[src/hdl/greedy_element_coloring_defines.svh]
`ifndef GREEDY_ELEMENT_COLORING_DEFINES_SVH
`define GREEDY_ELEMENT_COLORING_DEFINES_SVH

// same-cycle implication on i_clk, off while i_rst_n is low
`define GEC_ASSERT_NOW(lbl, ante, cons) \
    lbl: assert property (@(posedge i_clk) disable iff (!i_rst_n) (ante) |-> (cons)) \
        else $error("gec assertion failed");

// next-cycle implication on i_clk, off while i_rst_n is low
`define GEC_ASSERT_NEXT(lbl, ante, cons) \
    lbl: assert property (@(posedge i_clk) disable iff (!i_rst_n) (ante) |=> (cons)) \
        else $error("gec assertion failed");

`endif

[src/hdl/gec_pkg.sv]
package gec_pkg;

    localparam int NODE_W      = 12;
    localparam int COUNT_W     = 4;
    localparam int NODE_FIELDS = 8;
    localparam int SEL_W       = 3;
    localparam int INDEX_W     = 16;
    localparam int COLOR_W     = 4;

    typedef struct packed {
        logic [COUNT_W-1:0] node_count;
        logic [NODE_W-1:0]  node_0;
        logic [NODE_W-1:0]  node_1;
        logic [NODE_W-1:0]  node_2;
        logic [NODE_W-1:0]  node_3;
        logic [NODE_W-1:0]  node_4;
        logic [NODE_W-1:0]  node_5;
        logic [NODE_W-1:0]  node_6;
        logic [NODE_W-1:0]  node_7;
    } t_in_item;

    typedef struct packed {
        logic [INDEX_W-1:0] elem_seq;
        logic [COLOR_W-1:0] color;
        logic               no_color;
    } t_out_item;

    typedef struct packed {
        logic item_take;
        logic res_valid;
        logic clearing;
    } t_eng_stat;

endpackage

[src/hdl/gec_engine.sv]
`include "greedy_element_coloring_defines.svh"

module gec_engine #(
    parameter int MAX_NODES      = 4096,
    parameter int MAX_COLORS     = 16,
    parameter int NODES_PER_ELEM = 8
) (
    input  logic                         i_clk,
    input  logic                         i_rst_n,
    input  logic                         i_item_valid,
    input  gec_pkg::t_in_item            i_item,
    input  logic                         i_res_ready,
    output gec_pkg::t_out_item           o_res,
    output gec_pkg::t_eng_stat           o_stat,
    output logic                         o_we,
    output logic [$clog2(MAX_NODES)-1:0] o_waddr,
    output logic [MAX_COLORS-1:0]        o_wdata,
    output logic [$clog2(MAX_NODES)-1:0] o_raddr,
    input  logic [MAX_COLORS-1:0]        i_rdata
);

    localparam int AW   = $clog2(MAX_NODES);
    localparam int CNTW = $clog2(NODES_PER_ELEM + 1);
    localparam int IW   = (NODES_PER_ELEM > 1) ? $clog2(NODES_PER_ELEM) : 1;
    localparam int CW   = $clog2(MAX_COLORS);

    typedef enum logic [2:0] {
        S_CLEAR,
        S_IDLE,
        S_READ,
        S_CALC,
        S_WRITE,
        S_DONE
    } t_state;

    t_state                          r_state;
    logic [AW-1:0]                   r_clr;
    logic [CNTW-1:0]                 r_k;
    logic [CNTW-1:0]                 r_nslots;
    logic                            r_rd_pend;
    logic [IW-1:0]                   r_rd_slot;
    logic                            r_rd_ok;
    logic [gec_pkg::INDEX_W-1:0]     r_elem;
    gec_pkg::t_in_item               r_cur;
    logic [MAX_COLORS-1:0]           r_used;
    logic [MAX_COLORS-1:0]           r_masks [NODES_PER_ELEM];
    logic [CW-1:0]                   r_color;
    logic                            r_none;

    logic [gec_pkg::NODE_W-1:0]      w_nodes [gec_pkg::NODE_FIELDS];
    logic [gec_pkg::NODE_W-1:0]      w_cur_node;
    logic                            w_cur_ok;
    logic                            w_last;
    logic [CNTW-1:0]                 w_in_slots;
    logic                            w_take;
    logic [MAX_COLORS-1:0]           w_rd_mask;
    logic [MAX_COLORS-1:0]           w_used_all;
    logic [MAX_COLORS-1:0]           w_free;
    logic [CW-1:0]                   w_color;
    logic                            w_none;

    assign w_nodes[0] = r_cur.node_0;
    assign w_nodes[1] = r_cur.node_1;
    assign w_nodes[2] = r_cur.node_2;
    assign w_nodes[3] = r_cur.node_3;
    assign w_nodes[4] = r_cur.node_4;
    assign w_nodes[5] = r_cur.node_5;
    assign w_nodes[6] = r_cur.node_6;
    assign w_nodes[7] = r_cur.node_7;

    assign w_cur_node = w_nodes[gec_pkg::SEL_W'(r_k)];
    assign w_cur_ok   = 32'(w_cur_node) < 32'(MAX_NODES);
    assign w_last     = (r_k == r_nslots - CNTW'(1));
    assign w_in_slots = (32'(i_item.node_count) > 32'(NODES_PER_ELEM))
                        ? CNTW'(NODES_PER_ELEM) : CNTW'(i_item.node_count);

    assign w_take = i_item_valid
                    && ((r_state == S_IDLE) || ((r_state == S_DONE) && i_res_ready));

    assign w_rd_mask  = r_rd_ok ? i_rdata : '0;
    assign w_used_all = r_used | (r_rd_pend ? w_rd_mask : '0);
    assign w_free     = ~w_used_all;
    assign w_none     = ~|w_free;

    always_comb begin
        w_color = '0;
        for (int i = MAX_COLORS - 1; i >= 0; i--) begin
            if (w_free[i]) begin
                w_color = CW'(i);
            end
        end
    end

    // clear sweep and write-back share the single write port
    always_comb begin
        o_we    = 1'b0;
        o_waddr = AW'(w_cur_node);
        o_wdata = r_masks[IW'(r_k)] | (MAX_COLORS'(1) << r_color);
        case (r_state)
            S_CLEAR: begin
                o_we    = 1'b1;
                o_waddr = r_clr;
                o_wdata = '0;
            end
            S_WRITE: begin
                o_we = w_cur_ok;
            end
            default: begin
                o_we = 1'b0;
            end
        endcase
    end

    assign o_raddr = AW'(w_cur_node);

    always_ff @(posedge i_clk) begin
        if (!i_rst_n) begin
            r_state   <= S_CLEAR;
            r_clr     <= '0;
            r_rd_pend <= 1'b0;
            r_elem    <= '0;
        end else begin
            r_rd_pend <= 1'b0;
            case (r_state)
                S_CLEAR: begin
                    r_clr <= r_clr + AW'(1);
                    if (r_clr == AW'(MAX_NODES - 1)) begin
                        r_state <= S_IDLE;
                    end
                end
                S_IDLE: begin
                    if (w_take) begin
                        r_state <= (w_in_slots == '0) ? S_CALC : S_READ;
                    end
                end
                S_READ: begin
                    r_rd_pend <= 1'b1;
                    if (w_last) begin
                        r_state <= S_CALC;
                    end
                end
                S_CALC: begin
                    r_state <= (!w_none && (r_nslots != '0)) ? S_WRITE : S_DONE;
                end
                S_WRITE: begin
                    if (w_last) begin
                        r_state <= S_DONE;
                    end
                end
                S_DONE: begin
                    if (i_res_ready) begin
                        r_elem <= r_elem + gec_pkg::INDEX_W'(1);
                        if (w_take) begin
                            r_state <= (w_in_slots == '0) ? S_CALC : S_READ;
                        end else begin
                            r_state <= S_IDLE;
                        end
                    end
                end
                default: begin
                    r_state <= S_IDLE;
                end
            endcase
        end
    end

    always_ff @(posedge i_clk) begin
        if (r_rd_pend) begin
            r_masks[r_rd_slot] <= w_rd_mask;
            r_used             <= r_used | w_rd_mask;
        end
        if (w_take) begin
            r_cur    <= i_item;
            r_nslots <= w_in_slots;
            r_k      <= '0;
            r_used   <= '0;
        end
        case (r_state)
            S_READ: begin
                r_rd_slot <= IW'(r_k);
                r_rd_ok   <= w_cur_ok;
                r_k       <= r_k + CNTW'(1);
            end
            S_CALC: begin
                r_color <= w_color;
                r_none  <= w_none;
                r_k     <= '0;
            end
            S_WRITE: begin
                r_k <= r_k + CNTW'(1);
            end
            default: begin
            end
        endcase
    end

    assign o_res.elem_seq   = r_elem;
    assign o_res.color      = r_none ? '0 : gec_pkg::COLOR_W'(r_color);
    assign o_res.no_color   = r_none;

    assign o_stat.item_take = w_take;
    assign o_stat.res_valid = (r_state == S_DONE);
    assign o_stat.clearing  = (r_state == S_CLEAR);

    `GEC_ASSERT_NOW(a_write_has_color, o_we && !o_stat.clearing, (r_state == S_WRITE) && !r_none)
    `GEC_ASSERT_NOW(a_quiet_while_clearing, r_state == S_CLEAR, !o_stat.res_valid && !w_take)
    `GEC_ASSERT_NEXT(a_take_starts_work, w_take, (r_state == S_READ) || (r_state == S_CALC))

endmodule

[config.mk]
export PLATFORM = sky130hd
export DESIGN_NAME = gec_engine
export DESIGN_NICKNAME = d
export VERILOG_FILES = /design/src/hdl/gec_pkg.sv /design/src/hdl/gec_engine.sv
export VERILOG_INCLUDE_DIRS = /design/src /design/src/hdl
export SDC_FILE = /design/constraint.sdc
export NUM_CORES = 1
export LEC_CHECK = 0
export ABC_AREA = 1
export BUFFER_PORTS_ARGS = -buffer_cell sky130_fd_sc_hd__buf_2
export CAP_MARGIN = 25
export CORE_UTILIZATION = 55
export DETAILED_ROUTE_END_ITERATION = 10
export PLACE_DENSITY_LB_ADDON = 0.1
export RECOVER_POWER = 100
export SLEW_MARGIN = 20
export SYNTH_ARGS = -nofsm -noshare
export SYNTH_HDL_FRONTEND = slang
export SYNTH_SLANG_ARGS = --single-unit
export TNS_END_PERCENT = 20
[constraint.sdc]
create_clock -name i_clk -period 3.89 [get_ports i_clk]
set_clock_uncertainty 0.1 [all_clocks]
set_input_delay 0.389 -clock i_clk [delete_from_list [all_inputs] [get_ports i_clk]]
set_output_delay 0.389 -clock i_clk [all_outputs]
set_load 0.03 [all_outputs]
==> results of run 1 <==
-- through the flow --
step                area (um2)  total power (uW)  hold WS, ns
floorplan                12100              6823       0.3318
global placement         13290              7981       0.3430
detailed placement       13290              8046       0.3459
CTS                      15390             11330     0.005941
global route             15170             11870      0.03866
finish                   15170             11350      0.03549
-- path summary, 6_finish.rpt --
kind	start	to
worst max register to register	r_state[1]	r_cur[79]
worst min-delay path	i_item[97]	r_nslots[1]
worst max-delay path	r_k[0]	o_waddr[3]
worst min register to register	r_elem[12]	r_elem[12]
-- final cells by class --
type                    count  area, um2
clock buffers              37      837.1
fillers                  1617       6116
inverters                  94      355.3
flip-flops and latches    291       8229
clock inverters            19      292.8
well taps                 275      344.1
repair buffers            301       1868
multi-input cells         689       3239
diodes                      2      5.005
-- sequential cells by signal, indices dropped and copies added, names as in the netlist, named ones only --
signal and flops:
r_none 1, r_masks 128, r_used 16, r_nslots 4, r_color 4, r_rd_slot 3, r_clr 12, r_state 3
r_elem 16, r_k 4, r_cur 96, r_rd_pend 1
-- Yosys cell counts, types with 4 or more instances --
cell type and count:
clkinv_1 7, o22ai_1 31, ha_1 5, dfxtp_1 51
nand4_1 19, clkbuf_1 46, nor3_1 16, nand2_1 174
o21a_1 6, nor2_1 171, buf_2 5, nand3_1 71
edfxtp_1 240, a21oi_1 29, a31oi_1 17, inv_1 84
o21ai_0 105, a21o_1 14, o21ai_1 4
-- critical path, delay by kind of cell (launching register included) --
family | cells | cell delay, ns
AO/OA/AOI/OAI | 4 | 0.87
buffers and inverters | 3 | 1.16
flip-flops | 1 | 0.39
AND/OR/NAND/NOR | 2 | 0.17
-- placed cells by master (no fill, tap or decap), drive strengths merged, types with 29 or more instances in the layout --
cell type    instances
nand3               71
nand2              177
o21ai              110
inv                 89
edfxtp             240
dlygate4sd3         97
nor2               175
dfxtp               51
clkbuf             155
o22ai               31
a21oi               29
buf                 86
-- per-layer routing --
metal  track usage  part of all wire
met5             0           0.00039
met4        0.1485             0.052
met3       0.05061             0.079
met2        0.5272              0.49
met1        0.3674              0.38
-- report_power, final --
| group | switching, uW | internal, uW | leakage [uW] |
|---|---|---|---|
| Sequential | 183 | 3810 | 0.00260 |
| Combinational | 3040 | 1080 | 0.00259 |
| Clock | 1240 | 1990 | 0.000554 |
| Total | 4460 | 6880 | 0.00574 |
-- logic make-up (layout without fill, tap and decap cells) --
group / count (synthesis) / in the layout
buffers and inverters: 150 / 451
and+or+nand+nor: 464 / 464
AOI/OAI and AO/OA: 215 / 215
adders and majority gates: 5 / 5
DFF: 291 / 291
xor gates and xnor gates: 5 / 5
other: 0 / 2
==> run_results.csv, run 1 <==
group,metric,value,unit
status,status,"finished, final reports clean",
timing,period_needed,3.642,ns
finish,stdcell_count,1708,
yosys,synth-edff-count,240,
route,dr.pass1.iters,5,
power,ir_drop,617.3,uV
clock_network,clock_latency,0.56,ns
floorplanning,die_w,150.3,um
worst_setup_path,cpPeakStageDelay,0.43,ns
clock_network,cts_tree,"built",
power,power.density,747.8,mW/mm2
route,vias,9648,
yosys,synth_top_area_cell,"edfxtp_1",
clock_network,postCtsHoldBufs,97,
worst_setup_path,cpMostUsedCell,"o21ai_0",
clock_network,cts_num_sinks,291,
worst_setup_path,critPathCaptureType,"output port",
clock_network,cts.htree.levels,1,
timing,fmax,274.6,MHz
clock_network,cts_buffers,30,
finish,nets,1532,
timing,rsz0062_at_grt,"false",
yosys,yosys.area_share.xor_xnor,0.003621,
global_route,grt_max_degree,65,
yosys,synth.cell_area,0.01210,mm2
place,pre_cts_slack,1.115,ns
timing,setup_viol,0,
global_route,grtUsageTotal,0.3038,
timing,min_period_over_period,0.9362,
clock_network,cts_setup_buffers,0,
worst_setup_path,cpMaxStageDelayCell,"inv_1",
worst_setup_path,required,3.40,ns
worst_hold_path,hold_path_depth,2,
yosys,ys_types,41,
yosys,synth_compound_area_frac,0.1004,
timing,report.final.slew_viol_count,0,
route,drt_iter0_drc,712,
yosys,synth_top_area_share,0.5958,
timing,slew-limit-headroom,0.06814,
finish,drive_above_1_share,0.1048,
power,p_leak,0.005738,uW
worst_hold_path,hold_class,"input port to flip-flop",
global_route,first_global_vias,9436,
place,port_buffers,184,
worst_setup_path,cp_max_fo,33,
yosys,ys.flop_type,"edfxtp_1",
clock_network,cts.reportedPaths.clkPinSlew,0.06,ns
clock_network,root_buffer,"clkbuf_16",
place,dp_cells,1553,
route,routed_wirelength,33760,um
timing,tns,0,ns
route,post_drt_via_cell_ratio,5.649,
global_route,grt-ovfl-total,0,
global_route,grt_pass1_wl,51490,um
yosys,ys_seq_area_frac,0.6803,
run,maxCapViolations,0,
yosys,syn_nets,1255,
worst_setup_path,cp-start-kind,"flip-flop",
yosys,synthCells,1130,
yosys,synth.area.top_cells,"edfxtp_1, dfxtp_1, nand2_1, nor2_1, o21ai_0",
yosys,ys_async_sr_fraction,0,
worst_setup_path,path_cells,"inv_1, buf_4, o21ai_0, o22ai_1, nor2_1, a31oi_1, nand2_1, o21ai_0, clkbuf_1",
global_route,antenna_found_initial,3,
timing,worst_slack,0.2481,ns
floorplanning,die_y,150.3,um
floorplanning,dieArea,0.02259,mm2
floorplanning,rows,53,
worst_setup_path,critPathKind,"flip-flop to output port",
yosys,ys_ff_latch,291,
clock_network,cts_resized,0,
route,ant_nets,0,
yosys,yosysWarnings,0,
yosys,synth_fa_ha_area_frac,0.005172,
finish,area_delta_synth_final,25.43,%
floorplanning,core,0.02129,mm2
floorplanning,initial_core_util,0.5682,
timing,hold_violations,0,
yosys,synth.mux.area_fraction,0,
yosys,synth_top_family_by_area,"simple AND/OR/NAND/NOR gates",
worst_setup_path,rrSetupSlack,0.68,ns
floorplanning,pin_count,185,
clock_network,cts_buffer_depth,3,
yosys,syn_avg_cell_area,10.70,um2
yosys,synth-simple-area-share,0.1627,
route,drc,0,
place,place.gp.congestion,0.8351,
route,wire_per_inst,19.76,um
place,dp_hpwl,19260,um
worst_setup_path,rr_worst_depth,8,
finish,utilization,0.7127,
worst_setup_path,worstPathArrival,3.15,ns
timing,tightestPinTransition,1.398,ns
No activity file was read; power rests on OpenSTA's default activity.
==> run 2, diff against run 1 <==
--- a/config.mk
+++ b/config.mk
@@ -9,10 +9,11 @@
 export ABC_AREA = 1
 export BUFFER_PORTS_ARGS = -buffer_cell sky130_fd_sc_hd__buf_2
 export CAP_MARGIN = 25
-export CORE_UTILIZATION = 55
+export CORE_UTILIZATION = 38
 export DETAILED_ROUTE_END_ITERATION = 10
 export PLACE_DENSITY_LB_ADDON = 0.1
 export RECOVER_POWER = 100
+export REMOVE_ABC_BUFFERS = 1
 export SLEW_MARGIN = 20
 export SYNTH_ARGS = -nofsm -noshare
 export SYNTH_HDL_FRONTEND = slang
==> run 2 against run 1 <==
Effect of this change: worst hold slack improved by 0.061 ns; sequential power fell by 1%; die area rose by 44%; core utilization fell by 22 points; register-to-register slack got worse by 0.09 ns; critical path depth fell by 3; via count fell by 5.5%; critical path type unchanged.
==> run_results.csv, run 2 (synthesis gave the netlist of run 1 again) <==
group,metric,value,unit
finish,nets,1540,
clock_network,cts.reportedPaths.clkPinSlew,0.06,ns
timing,report.final.slew_viol_count,0,
timing,fmax,299.6,MHz
timing,min_period_over_period,0.8579,
worst_setup_path,path_cells,"nor2_1, nand2_1, clkbuf_2, nand2_1, inv_1, clkbuf_1",
clock_network,cts_num_sinks,291,
finish,most-common-layout-cells,"edfxtp_1, nand2_1, nor2_1",
finish,final_common_cell,"edfxtp_1",
clock_network,cts.htree.levels,2,
finish,seq_area,0.008229,mm2
place,port_buffers,184,
worst_setup_path,cpMostUsedCell,"nand2_1",
power,ir_drop,481.7,uV
timing,period_needed,3.337,ns
timing,slew-limit-headroom,0.06367,
route,vias,9122,
worst_setup_path,required,3.40,ns
finish,area_delta_synth_final,25.81,%
route,route.met3.wl,1675,um
power,power.density,713.9,mW/mm2
place,dp_hpwl,19700,um
worst_setup_path,cpPeakStageDelay,0.78,ns
worst_setup_path,cpMaxStageDelayCell,"nand2_1",
global_route,antenna_found_initial,0,
place,dp_cells,1679,
finish,top_register,"r_masks",
route,wl_met1,14050,um
route,dr_wl_met2,15880,um
clock_network,cts_tree,"built",
timing,worst_slack,0.5527,ns
worst_setup_path,critPathKind,"flip-flop to output port",
floorplanning,dieArea,0.03255,mm2
timing,setup_viol,0,
timing,hold_violations,0,
worst_setup_path,crit_buf_inv,3,
finish,reg_top3,"r_masks x128, r_cur x96",
floorplanning,initial_core_util,0.3903,
floorplanning,die_w,180.4,um
timing,whs,0.09690,ns
route,post_drt_via_cell_ratio,4.977,
route,drt_iter0_drc,506,
timing,tightestPinTransition,1.404,ns
global_route,first_global_vias,9264,
place,place.gp.congestion,0.7919,
place,pre_cts_slack,1.255,ns
route,top_layer,"met4",
worst_hold_path,hold_class,"input port to flip-flop",
finish,stdcell_count,1833,
clock_network,root_buffer,"clkbuf_16",
run,maxCapViolations,0,
floorplanning,die_y,180.4,um
global_route,grt_pass1_wl,50710,um
global_route,grtUsageTotal,0.1999,
finish,nFillCells,2916,
clock_network,cts_buffer_depth,3,
timing,rsz0062_at_grt,"false",
route,drc,0,
worst_setup_path,critical-path-top-delay-family,"simple AND/OR/NAND/NOR gates",
finish,multi_input_area,0.003236,mm2
floorplanning,rows,64,
worst_setup_path,cp-start-kind,"flip-flop",
worst_setup_path,critPathCaptureType,"output port",
status,status,"finished, final reports clean",
finish,drive_above_1_share,0.1093,
floorplanning,pin_count,185,
floorplanning,core,0.03099,mm2
clock_network,clock_latency,0.50,ns
global_route,grt-ovfl-total,0,
clock_network,cts_setup_buffers,0,
power,p_leak,0.005711,uW
finish,diodes,0,
finish,largest_register_ff_count,128,
route,ant_nets,0,
route,wire_per_inst,17.53,um
power,p_total,10860,uW
worst_setup_path,worstPathArrival,2.85,ns
worst_setup_path,cp_max_fo,28,
clock_network,cts_buffers,34,
global_route,grt_max_degree,65,
route,dr.pass1.iters,5,
route,routed_wirelength,32140,um
## run 2: layout make-up
type	instances	area share
multi-input cells	689	0.2126
flip-flops and latches	291	0.5408
well taps	396	0.03256
clock inverters	11	0.004193
repair buffers	305	0.1253
inverters	94	0.02335
clock buffers	47	0.06117
## run 2: repair_timing
| action | CTS | global route |
|---|---|---|
| gates resized for setup | 0 | 0 |
| hold endpoints to repair | 96 | 0 |
| hold buffers | 96 | 0 |
## run 2: final timing paths
| kind | from | end | slack, ns | depth (start not counted) |
|---|---|---|---|---|
| worst min-delay path | i_item[98] | r_nslots[2] | 0.1 | 3 |
| worst max register to register | r_state[1] | r_cur[63] | 0.59 | 8 |
| worst min register to register | r_used[14] | r_used[14] | 0.35 | 2 |
| worst max-delay path | r_state[0] | o_wdata[14] | 0.55 | 6 |
## run 2: tightest hold or removal path: cells and delay by family
kind	cells	cell delay [ns]
buf+inv	2	0.11
simple gates	1	0.07
## run 2: report_power, final
part           switching [uW]  internal [uW]  leakage, uW  total [uW]
registers                 134           3810      0.00260        3940
logic                    2920           1110      0.00263        4030
clock network            1210           1680     0.000489        2890
## run 2: metal layers
metal  up-vias  global-route usage
met2       232              0.3496
met5         -                   0
met1      4339              0.2516
li1       4514                   -
met3        37             0.04244
met4         0             0.04855
## run 2: metrics by stage
stage,utilization,instance area (um2),setup TNS (ns)
5_1_grt,0.4910,15220,0
3_3_place_gp,0.4354,13490,0
6_report,0.4910,15220,0
3_5_place_dp,0.4354,13490,0
2_1_floorplan,-,11870,-50.15
4_1_cts,0.4985,15450,0
